===== config.mk =====
export PLATFORM = sky130hd
export DESIGN_NAME = sliding_window_quality_trim_core
export DESIGN_NICKNAME = d
export VERILOG_FILES = /design/src/hw/rtl/swqt_pkg.sv /design/src/hw/rtl/swqt_cell.sv /design/src/hw/rtl/swqt_track.sv /design/src/hw/rtl/sliding_window_quality_trim_core.sv
export SDC_FILE = /design/constraint.sdc
export NUM_CORES = 1
export LEC_CHECK = 0
export ABC_AREA = 1
export BUFFER_PORTS_ARGS = -buffer_cell sky130_fd_sc_hd__buf_2
export CAP_MARGIN = 20
export CORE_MARGIN = 1.5
export CORE_UTILIZATION = 44
export CTS_BUF_LIST = sky130_fd_sc_hd__clkbuf_2
export CTS_CLUSTER_SIZE = 10
export DETAILED_ROUTE_END_ITERATION = 16
export GPL_TIMING_DRIVEN = 0
export SLEW_MARGIN = 20
export SYNTH_ARGS = -nofsm -noshare
export SYNTH_HDL_FRONTEND = slang
export SYNTH_SLANG_ARGS = --single-unit

===== constraint.sdc =====
create_clock -name clk -period 7.5 [get_ports clk]
set_clock_uncertainty 0.1 [all_clocks]
set_input_delay 0.375 -clock clk [delete_from_list [all_inputs] [get_ports clk]]
set_output_delay 0.375 -clock clk [all_outputs]
set_load 0.1 [all_outputs]

===== src/hw/rtl/swqt_pkg.sv =====
// Shared types and register codes for the sliding window quality trimmer.
package swqt_pkg;

	// Per-base score: raw character minus ascii_base, range -255..255
	localparam int SCORE_W = 9;
	typedef logic signed [SCORE_W-1:0] score_t;

	// Configuration port
	localparam int CFG_IDX_W  = 2;
	localparam int CFG_DATA_W = 11;

	typedef enum logic [CFG_IDX_W-1:0] {
		REG_ASCII_BASE = 2'd0,
		REG_MIN_SCORE  = 2'd1,
		REG_MIN_LENGTH = 2'd2
	} cfg_reg_t;

	localparam logic [7:0]  ASCII_BASE_RST = 8'd64;
	localparam logic [7:0]  MIN_SCORE_RST  = 8'd20;
	localparam logic [10:0] MIN_LENGTH_RST = 11'd30;

	// Result fields
	localparam int START_W = 10;
	localparam int LEN_W   = 11;

	// Status handed from the end of the cell chain to the tracker
	typedef struct packed {
		logic   old_valid;  // oldest cell holds a score that drops out
		score_t old_score;
		logic   full;       // window complete after this shift
	} win_tap_t;

	// Control handed from the tracker to every cell
	typedef struct packed {
		logic   shift;
		logic   clear;
		score_t score;
	} win_step_t;

	// One trim result
	typedef struct packed {
		logic [START_W-1:0] trim_start;
		logic [LEN_W-1:0]   kept_length;
		logic               keep_read;
		logic               too_long;
	} trim_res_t;

endpackage


===== src/hw/rtl/swqt_cell.sv =====
// One cell of the score shift line: holds a score and its valid mark.
module swqt_cell (
	input  logic              clk,
	input  logic              arst_n,
	input  logic              shift,
	input  logic              clear,
	input  logic              prev_valid,
	input  swqt_pkg::score_t  prev_score,
	output logic              valid_q,
	output swqt_pkg::score_t  score_q
);
	import swqt_pkg::*;

	// valid mark: cleared at end of read, else taken from the neighbor
	always_ff @(posedge clk or negedge arst_n) begin
		if (!arst_n) begin
			valid_q <= 1'b0;
		end else if (clear) begin
			valid_q <= 1'b0;
		end else if (shift) begin
			valid_q <= prev_valid;
		end
	end

	// score payload, read only behind valid_q
	always_ff @(posedge clk) begin
		if (shift) begin
			score_q <= prev_score;
		end
	end

endmodule


===== src/hw/rtl/swqt_track.sv =====
// Running window sum, qualifying-window tracking and result forming.
module swqt_track #(
	parameter int WINDOW  = 5,
	parameter int MAX_LEN = 1024
) (
	input  logic                clk,
	input  logic                arst_n,
	input  logic [7:0]          ascii_base,
	input  logic [7:0]          min_score,
	input  logic [10:0]         min_length,
	input  logic                acc,
	input  logic [7:0]          qual_char,
	input  logic                last_char,
	input  swqt_pkg::win_tap_t  tap,
	output swqt_pkg::win_step_t step,
	output swqt_pkg::trim_res_t res
);
	import swqt_pkg::*;

	localparam int TOT_W = $clog2(WINDOW * 255 + 1) + 1;
	localparam int POS_W = $clog2(MAX_LEN + 1);

	logic signed [TOT_W-1:0] total_q, total_nxt;
	logic [TOT_W-1:0]        thr;
	logic [POS_W-1:0]        pos_q, pos_nxt, pos_p1;
	logic [POS_W-1:0]        first_q, first_nxt;
	logic [POS_W-1:0]        end_q, end_nxt;
	logic                    found_q, found_nxt;
	logic                    ovf_q, ovf_nxt;
	logic                    sat, qual;
	score_t                  score;
	logic [POS_W-1:0]        len;
	logic [31:0]             start_w, len_w;

	// score and window sum after this character
	always_comb begin
		sat       = (pos_q == POS_W'(MAX_LEN));
		score     = score_t'(SCORE_W'(qual_char) - SCORE_W'(ascii_base));
		total_nxt = total_q + TOT_W'(score)
		            - (tap.old_valid ? TOT_W'(tap.old_score) : TOT_W'(0));
		thr       = TOT_W'(32'(min_score) * 32'(WINDOW));
		qual      = tap.full && (total_nxt > $signed(thr));
		pos_p1    = pos_q + POS_W'(1);
	end

	// per-read state after this character
	always_comb begin
		pos_nxt   = pos_q;
		found_nxt = found_q;
		first_nxt = first_q;
		end_nxt   = end_q;
		ovf_nxt   = ovf_q;
		if (acc) begin
			if (sat) begin
				ovf_nxt = 1'b1;
			end else begin
				pos_nxt = pos_p1;
				if (qual) begin
					if (!found_q) begin
						first_nxt = pos_p1 - POS_W'(WINDOW);
						found_nxt = 1'b1;
					end
					end_nxt = pos_p1;
				end
			end
		end
	end

	// result on the final character
	always_comb begin
		len     = found_nxt ? (end_nxt - first_nxt) : pos_nxt;
		start_w = found_nxt ? 32'(first_nxt) : 32'd0;
		len_w   = 32'(len);
		res.trim_start  = start_w[START_W-1:0];
		res.kept_length = len_w[LEN_W-1:0];
		res.keep_read   = (len_w > 32'(min_length));
		res.too_long    = ovf_nxt;
	end

	// control for the cell chain
	always_comb begin
		step.shift = acc && !sat;
		step.clear = acc && last_char;
		step.score = score;
	end

	// state registers, back to zero after each read
	always_ff @(posedge clk or negedge arst_n) begin
		if (!arst_n) begin
			total_q <= '0;
			pos_q   <= '0;
			found_q <= 1'b0;
			first_q <= '0;
			end_q   <= '0;
			ovf_q   <= 1'b0;
		end else if (acc) begin
			if (last_char) begin
				total_q <= '0;
				pos_q   <= '0;
				found_q <= 1'b0;
				first_q <= '0;
				end_q   <= '0;
				ovf_q   <= 1'b0;
			end else begin
				if (!sat) begin
					total_q <= total_nxt;
				end
				pos_q   <= pos_nxt;
				found_q <= found_nxt;
				first_q <= first_nxt;
				end_q   <= end_nxt;
				ovf_q   <= ovf_nxt;
			end
		end
	end

endmodule


===== src/hw/rtl/sliding_window_quality_trim_core.sv =====
// Sliding window quality trimmer: one quality character per request in, one trim result per read.
//
// Each accepted character's score enters a shift line of WINDOW cells while a single adder
// updates the running window sum, so characters stream back to back at one per clock unless stalled.
// On the character marked last_char the trim result (start, kept length, keep and too-long flags)
// lands in the output register on the next edge; the input keeps accepting while that register is
// free or being drained. Characters beyond MAX_LEN are not scored and only set too_long. The three
// configuration registers (ascii_base, min_score, min_length) are written through the cfg port,
// which is always ready, and should be changed only between reads.
module sliding_window_quality_trim_core #(
	parameter int WINDOW  = 5,
	parameter int MAX_LEN = 1024
) (
	input  logic                            clk,
	input  logic                            arst_n,
	// character stream
	input  logic                            in_valid,
	output logic                            in_ready,
	input  logic [7:0]                      qual_char,
	input  logic                            last_char,
	// result stream
	output logic                            out_valid,
	input  logic                            out_ready,
	output logic [swqt_pkg::START_W-1:0]    trim_start,
	output logic [swqt_pkg::LEN_W-1:0]      kept_length,
	output logic                            keep_read,
	output logic                            too_long,
	// configuration writes
	input  logic                            cfg_valid,
	output logic                            cfg_ready,
	input  logic [swqt_pkg::CFG_IDX_W-1:0]  cfg_index,
	input  logic [swqt_pkg::CFG_DATA_W-1:0] cfg_data
);
	import swqt_pkg::*;

	logic [7:0]  ascii_base_q;
	logic [7:0]  min_score_q;
	logic [10:0] min_length_q;

	logic        acc;
	win_tap_t    tap;
	win_step_t   step;
	trim_res_t   res;
	trim_res_t   res_q;
	logic        out_valid_q;

	logic   chain_in_valid [WINDOW];
	score_t chain_in_score [WINDOW];
	logic   cell_valid     [WINDOW];
	score_t cell_score     [WINDOW];

	// configuration registers
	assign cfg_ready = 1'b1;

	always_ff @(posedge clk or negedge arst_n) begin
		if (!arst_n) begin
			ascii_base_q <= ASCII_BASE_RST;
			min_score_q  <= MIN_SCORE_RST;
			min_length_q <= MIN_LENGTH_RST;
		end else if (cfg_valid) begin
			case (cfg_index)
				REG_ASCII_BASE: ascii_base_q <= cfg_data[7:0];
				REG_MIN_SCORE:  min_score_q  <= cfg_data[7:0];
				REG_MIN_LENGTH: min_length_q <= cfg_data;
				default: ;
			endcase
		end
	end

	// input handshake: blocked only while a result is stuck in the output register
	assign in_ready = !out_valid_q || out_ready;
	assign acc      = in_valid && in_ready;

	// score shift line, new score enters cell 0
	for (genvar i = 0; i < WINDOW; i++) begin : g_cell
		if (i == 0) begin : g_head
			assign chain_in_valid[i] = 1'b1;
			assign chain_in_score[i] = step.score;
		end else begin : g_body
			assign chain_in_valid[i] = cell_valid[i-1];
			assign chain_in_score[i] = cell_score[i-1];
		end

		swqt_cell u_cell (
			.clk        (clk),
			.arst_n     (arst_n),
			.shift      (step.shift),
			.clear      (step.clear),
			.prev_valid (chain_in_valid[i]),
			.prev_score (chain_in_score[i]),
			.valid_q    (cell_valid[i]),
			.score_q    (cell_score[i])
		);
	end

	// tap at the end of the line: score leaving, and whether the window fills
	always_comb begin
		tap.old_valid = cell_valid[WINDOW-1];
		tap.old_score = cell_score[WINDOW-1];
		tap.full      = chain_in_valid[WINDOW-1];
	end

	swqt_track #(
		.WINDOW  (WINDOW),
		.MAX_LEN (MAX_LEN)
	) u_track (
		.clk        (clk),
		.arst_n     (arst_n),
		.ascii_base (ascii_base_q),
		.min_score  (min_score_q),
		.min_length (min_length_q),
		.acc        (acc),
		.qual_char  (qual_char),
		.last_char  (last_char),
		.tap        (tap),
		.step       (step),
		.res        (res)
	);

	// output register
	always_ff @(posedge clk or negedge arst_n) begin
		if (!arst_n) begin
			out_valid_q <= 1'b0;
		end else if (acc && last_char) begin
			out_valid_q <= 1'b1;
		end else if (out_ready) begin
			out_valid_q <= 1'b0;
		end
	end

	always_ff @(posedge clk) begin
		if (acc && last_char) begin
			res_q <= res;
		end
	end

	assign out_valid   = out_valid_q;
	assign trim_start  = res_q.trim_start;
	assign kept_length = res_q.kept_length;
	assign keep_read   = res_q.keep_read;
	assign too_long    = res_q.too_long;

endmodule


# After elaboration in Yosys (flattened, before gate mapping)
# Index checks and enable logic that the tools add are counted.
dict set report op_classes {
  addsub 6
  n_lt_le_gt_ge 2
  n_mux 35
  multipliers 1
  eq_ne 4
  n_reduce_logical 14
}
# operator count
set op_table {}
lappend op_table {{11-bit 2-to-1 mux} 13}
lappend op_table {{12-bit 2-to-1 mux} 3}
lappend op_table {{1-bit 2-to-1 mux} 19}
lappend op_table {{12-bit by 9-bit adder with 12-bit output} 1}
lappend op_table {{12-bit > comparator} 1}
lappend op_table {{12-bit subtractor} 1}
lappend op_table {{11-bit by 1-bit adder with 11-bit output, second input constant} 1}
lappend op_table {{11-bit == test, second input constant} 1}
lappend op_table {{11-bit > comparator} 1}
lappend op_table {{8-bit by 3-bit multiplier with 11-bit output, second input constant} 1}
lappend op_table {{11-bit subtractor} 1}
lappend op_table {{11-bit by 3-bit subtractor with 11-bit output, second input constant} 1}
lappend op_table {{8-bit by 8-bit subtractor with 9-bit output} 1}
lappend op_table {{2-bit AND reduction} 4}
lappend op_table {{1-bit logical AND} 4}
lappend op_table {{2-bit nonzero test} 2}
lappend op_table {{2-bit by 1-bit == test with 1-bit output, second input constant} 1}
lappend op_table {{2-bit == test, second input constant} 1}
lappend op_table {{1-bit zero test} 2}
lappend op_table {{2-bit zero test} 1}
lappend op_table {{2-bit inequality test, second input constant} 1}
lappend op_table {{1-bit logical OR} 1}
dict set report totals {
  inputBits 27
  elab_cells 86
  out_inout_bits 26
  register_bits 148
}

# Depth between registers and ports, before layout
dict set report logic_depth {
  word_depth 11
  ltp_mapped 52
  depth_no_buf 50
}

# Cells and area by module
# Synthesis repeated with hierarchy kept, for this count alone.
dict set report unflattened {
  hier_cells 978
  hier_area_um2 8921.1
}
# mod n_inst seq_area_each_um2 area_per_inst_um2 cells_each
set by_module_without_submodules {}
lappend by_module_without_submodules {swqt_track 1 1176.1 5452.7 748}
lappend by_module_without_submodules {sliding_window_quality_trim_core 1 1400.1 1891.8 155}
lappend by_module_without_submodules {swqt_cell 5 295.3 315.3 15}

# Worst setup path before layout
# No wires, ideal clock.
dict set report synth_timing {
  path_type {in2reg}
  from {input port qual_char[0]}
  to {register res_q, in the netlist keep_read, data pin}
  t_arrival_ns 6.765
  slack_ns 0.386
  setup_time_ns 0.249
  stages 44
  path_cell_list {inv_1 -> ha_1 -> inv_1 -> fa_1 -> nand3_1 -> nand2_1 -> a21oi_1 -> o21ai_0 -> a21oi_1 -> nor2_1 -> nor2_1 -> inv_1 -> fa_1 -> inv_1 -> ha_1 -> nand2_1 -> nand2_1 -> o21bai_1 -> (+8 left out) -> nand3_4 -> buf_6 -> clkbuf_1 -> o21ai_0 -> ha_1 -> fa_1 -> inv_1 -> xor2_1 -> mux2i_1 -> ha_1 -> a21oi_1 -> o21ai_0 -> a221oi_1 -> o21ai_0 -> a221oi_1 -> o21ai_0 -> nand2_1 -> inv_1}
}
# item line_no
set synth_lines {}
lappend synth_lines {{start, declared} sliding_window_quality_trim_core.sv:19} ;# input logic [7:0] qual_char,
lappend synth_lines {{end signal, assigned} sliding_window_quality_trim_core.sv:133} ;# res_q <= res;
lappend synth_lines {{end, declared} sliding_window_quality_trim_core.sv:44} ;# trim_res_t res_q;

==> impl_metrics.toml <==
[run]
maxCapViolations = 0

[critical_path]
setup.worst_path.start_class = "flip-flop"
r2r_end = "keep_read"
worst_path_slowest_cell = "sky130_fd_sc_hd__fa_1"
worst_r2r_path_depth = 43
crit_path_max_fanout = 6
end_kind = "flip-flop"
setup.reg_to_reg.worst_slack_ps = 170
timing.critical_path.slowest_cell_delay_ps = 500
critical_path_class = "flip-flop to flip-flop"
critical_path.reg2reg.startpoint = "ascii_base_q[2]"
critical_path_arrival_ps = 7750
crit_path_frequent_cell = "sky130_fd_sc_hd__inv_2"
worstPathRequired_ps = 7920

[detailed_routing]
wirelength_mm = 20.0
routed-wl-met2_mm = 9.17
post_drt_wl_per_cell_um = 15.4
wl_met3_um = 695
drt_iter0_markers = 382
viasPerCell = 5.01
route.vias.total = 6481
met1_length_mm = 9.74
dr.max_layer_used = "met4"
ant_nets = 0
drt_pass1_iterations = 5
drcViolationCount = 0

[timing]
achievable-frequency_mhz = 136
slew_viol_final = 0
tightestPinTransition_ps = 685
post-route-period-util_pct = 97.7
final.setup.worst_slack_ps = 172
report.final.setup_viol = 0
worst_slew_margin_rel_pct = 54.4
finalHoldViolCount = 0
rsz_0062_raised_after_global_routing = "yes"
period_minus_slack_ps = 7330

[global_routing]
largest_net_degree_at_the_start_of_global_routing = 46
vias_in_the_first_global_route = 6394
grt_pass1_wl_mm = 32.4
grt.overflow.total = 0
global_route.usage.total_pct = 21.1
antenna_found_initial = 1

[logic_synthesis]
postSynthAreaPerCell_um2 = 9.25
synth-adder-area-share_pct = 13.5
synthesis.nets = 1014
ys_top_cells_by_count = "201 x sky130_fd_sc_hd__nand2_1, 144 x sky130_fd_sc_hd__inv_1, 75 x sky130_fd_sc_hd__o21ai_0, 73 x sky130_fd_sc_hd__dfrtp_1"
synth_edf_count = 68
synth-warning-count = 0
postSynthRegisterBits = 148
synth_top_area_cell = "sky130_fd_sc_hd__edfxtp_1"
synth_top_family_by_area = "simple AND/OR/NAND/NOR gates"
share_of_the_synthesized_area_in_the_top_cell_type_pct = 24.4
synthArstFlopShare_pct = 54.1
synthFlopType = "sky130_fd_sc_hd__dfrtp_1"
portion_of_the_post_synthesis_area_used_by_sequential_elements_pct = 48.4
synth_area_leaders = "sky130_fd_sc_hd__edfxtp_1 24%, sky130_fd_sc_hd__dfrtp_1 22%, sky130_fd_sc_hd__ha_1 10%"
post_synthesis_cells = 905
post_synth_xor_area_fraction_pct = 3.35
synthesis.area_um2 = 8370
yosys.cell_count.top_type = "sky130_fd_sc_hd__nand2_1"
synth_compound_area_share_pct = 11.1
synth_simple_gate_area_share_pct = 15.5
synthMuxAreaShare_pct = 0.359
synth_cell_types = 46

[cts]
cts.sink_count = 148
clock_path_buffers = 2
clock_latency_ps = 740
numCtsBuffers = 17
cts.root.buffer_cell = "sky130_fd_sc_hd__clkbuf_2"
clkSlewWorstSetupHoldPaths_ps = 270
cts_h_tree_lvls = 4
clock_tree_from_tritoncts = "yes"

[pwr]
power-per-cell-area_nw_per_um2 = 428
leakagePower_nw = 4.90
vdd_drop_max_v = 0.000260
power.share.switching_pct = 46.2
power_switching_mw = 2.04
p_seq_share_pct = 24.8
comb_power_share_pct = 64.3
intPower_mw = 2.37
clockPowerShare_pct = 10.9
design_power_total_mw = 4.41

[floorplan]
num_rows = 50
dieArea_um2 = 19900
initial_utilization_pct = 44.7
die_w_um = 141
core_area_um2 = 18700
ios = 53
die_y_um = 141

[finish]
syn2layout_area_growth_pct = 23.1
fraction_of_layout_instances_using_a_drive_strength_above_1_pct = 22.9
final_util_pct = 55.1
fin_nets = 1155
stdcell_area_um2 = 10300
fin_cells = 1294

[status]
outcome = "complete, no violations"

[hold_path]
holdCritStartpoint = "cfg_index[1]"
hold_path.class = "primary input to flip-flop"
whs_path_depth = 5
hold_crit_endpoint = "min_score_q[0]"

[place]
place.detailed.instances = 1193
post_dp_hpwl_mm = 13.8
final_estimated_routing_congestion_in_global_placement = 0.893
preCtsSetupSlack_ps = -1040
place_area_um2 = 8990
io_buffers = 51
-- power by group through the flow --
stage | sequential (mW) | clock [mW] | combinational [mW]
after floorplan | 1.18 | 0 | 1.54
after global placement | 1.11 | 0 | 2.05
after detailed placement | 1.11 | 0 | 2.09
after CTS | 1.09 | 0.499 | 2.61
after global routing | 1.11 | 0.529 | 3.18
final | 1.09 | 0.480 | 2.83
-- layout make-up --
type                            instances  area (um2)
Antenna cell                            1        2.50
Clock inverter                         15         164
Buffer                                 19        88.8
Timing Repair Buffer                  123         916
Inverter                              147         554
Fill cell                            1640        8410
Clock buffer                           17        85.1
Tap cell                              234         293
Sequential cell                       148        4050
Multi-Input combinational cell        590        4140
-- cell families (layout without fill, tap and decap cells) --
group	count (synthesis)	after routing
AOI/OAI and AO/OA	164	164
xor gates and xnor gates	32	32
adders and majority gates	82	82
buffers and inverters	167	321
DFF	148	148
muxes	3	3
other	1	2
and+or+nand+nor	308	308
-- per-layer routing --
metal,vias to the layer above,global-route usage (%)
met5,-,0
met4,0,6.96
met3,25,3.77
met2,124,34.0
met1,3069,29.0
li1,3263,-
-- layout by cell type (no fill, tap or decap), types with 5 or more instances in the layout --
master                          count
sky130_fd_sc_hd__a21oi_1           28
sky130_fd_sc_hd__a21oi_2           11
sky130_fd_sc_hd__a22o_1             6
sky130_fd_sc_hd__buf_2             52
sky130_fd_sc_hd__buf_4             46
sky130_fd_sc_hd__clkbuf_1          13
sky130_fd_sc_hd__clkbuf_2          17
sky130_fd_sc_hd__dfrtp_1           73
sky130_fd_sc_hd__dfstp_2            7
sky130_fd_sc_hd__dlygate4sd3_1     24
sky130_fd_sc_hd__edfxtp_1          68
sky130_fd_sc_hd__fa_1              11
sky130_fd_sc_hd__ha_1              53
sky130_fd_sc_hd__ha_4              13
sky130_fd_sc_hd__inv_1            136
sky130_fd_sc_hd__inv_2             11
sky130_fd_sc_hd__inv_6              5
sky130_fd_sc_hd__inv_8              5
sky130_fd_sc_hd__nand2_1          192
sky130_fd_sc_hd__nand2_2           16
sky130_fd_sc_hd__nand3_1           31
sky130_fd_sc_hd__nand4_1            8
sky130_fd_sc_hd__nor2_1            39
sky130_fd_sc_hd__o21ai_0           60
sky130_fd_sc_hd__o21ai_1           15
sky130_fd_sc_hd__o21ai_2            7
sky130_fd_sc_hd__o21bai_1           5
sky130_fd_sc_hd__o22ai_1           21
sky130_fd_sc_hd__xor2_1            21
-- critical path, delay by kind of cell, from the launching register on --
kind,cells,cell delay (ps)
AOI/OAI and AO/OA,13,1810
xor gates and xnor gates,3,470
adders and majority gates,7,2160
buffers and inverters,8,670
DFF,1,450
muxes,1,250
and+or+nand+nor,11,1200
-- worst max path at each step --
stage / from / endpoint / depth (start not counted)
6_report: ascii_base_q[2] / keep_read / 43
5_1_grt: ascii_base_q[2] / keep_read / 43
4_1_cts: ascii_base_q[0] / keep_read / 40
3_5_place_dp: qual_char[0] / keep_read / 48
3_3_place_gp: qual_char[0] / keep_read / 46
2_1_floorplan: qual_char[0] / keep_read / 44
-- what timing repair did --
| item | CTS | global route |
|---|---|---|
| setup buffers | 35 | 8 |
| pin swaps | 40 | 45 |
| resized for setup | 63 | 42 |
| setup endpoints to repair | 1 | 1 |
| endpoints found under the hold margin | 114 | 0 |
| hold buffers | 25 | 0 |
| cloned | 0 | 1 |
-- registers in the layout, summed over array words and instances, names as in the netlist, 8 cells and up --
signal                 count
g_cell.u_cell.score_q     45
trim_start                10
u_track.pos_q             11
ascii_base_q               8
u_track.first_q           11
min_score_q                8
u_track.total_q           12
u_track.end_q             11
min_length_q              11
kept_length               11
-- per-stage QoR --
| step | setup TNS (ps) | hold slack [ps] |
|---|---|---|
| after floorplan | 0 | -20.6 |
| after global placement | -952 | 301 |
| after detailed placement | -1040 | 283 |
| after CTS | 0 | 0.0571 |
| after global routing | -279 | 36.6 |
| final | 0 | 65.7 |
Note: power is estimated with default switching activity, not from simulation.
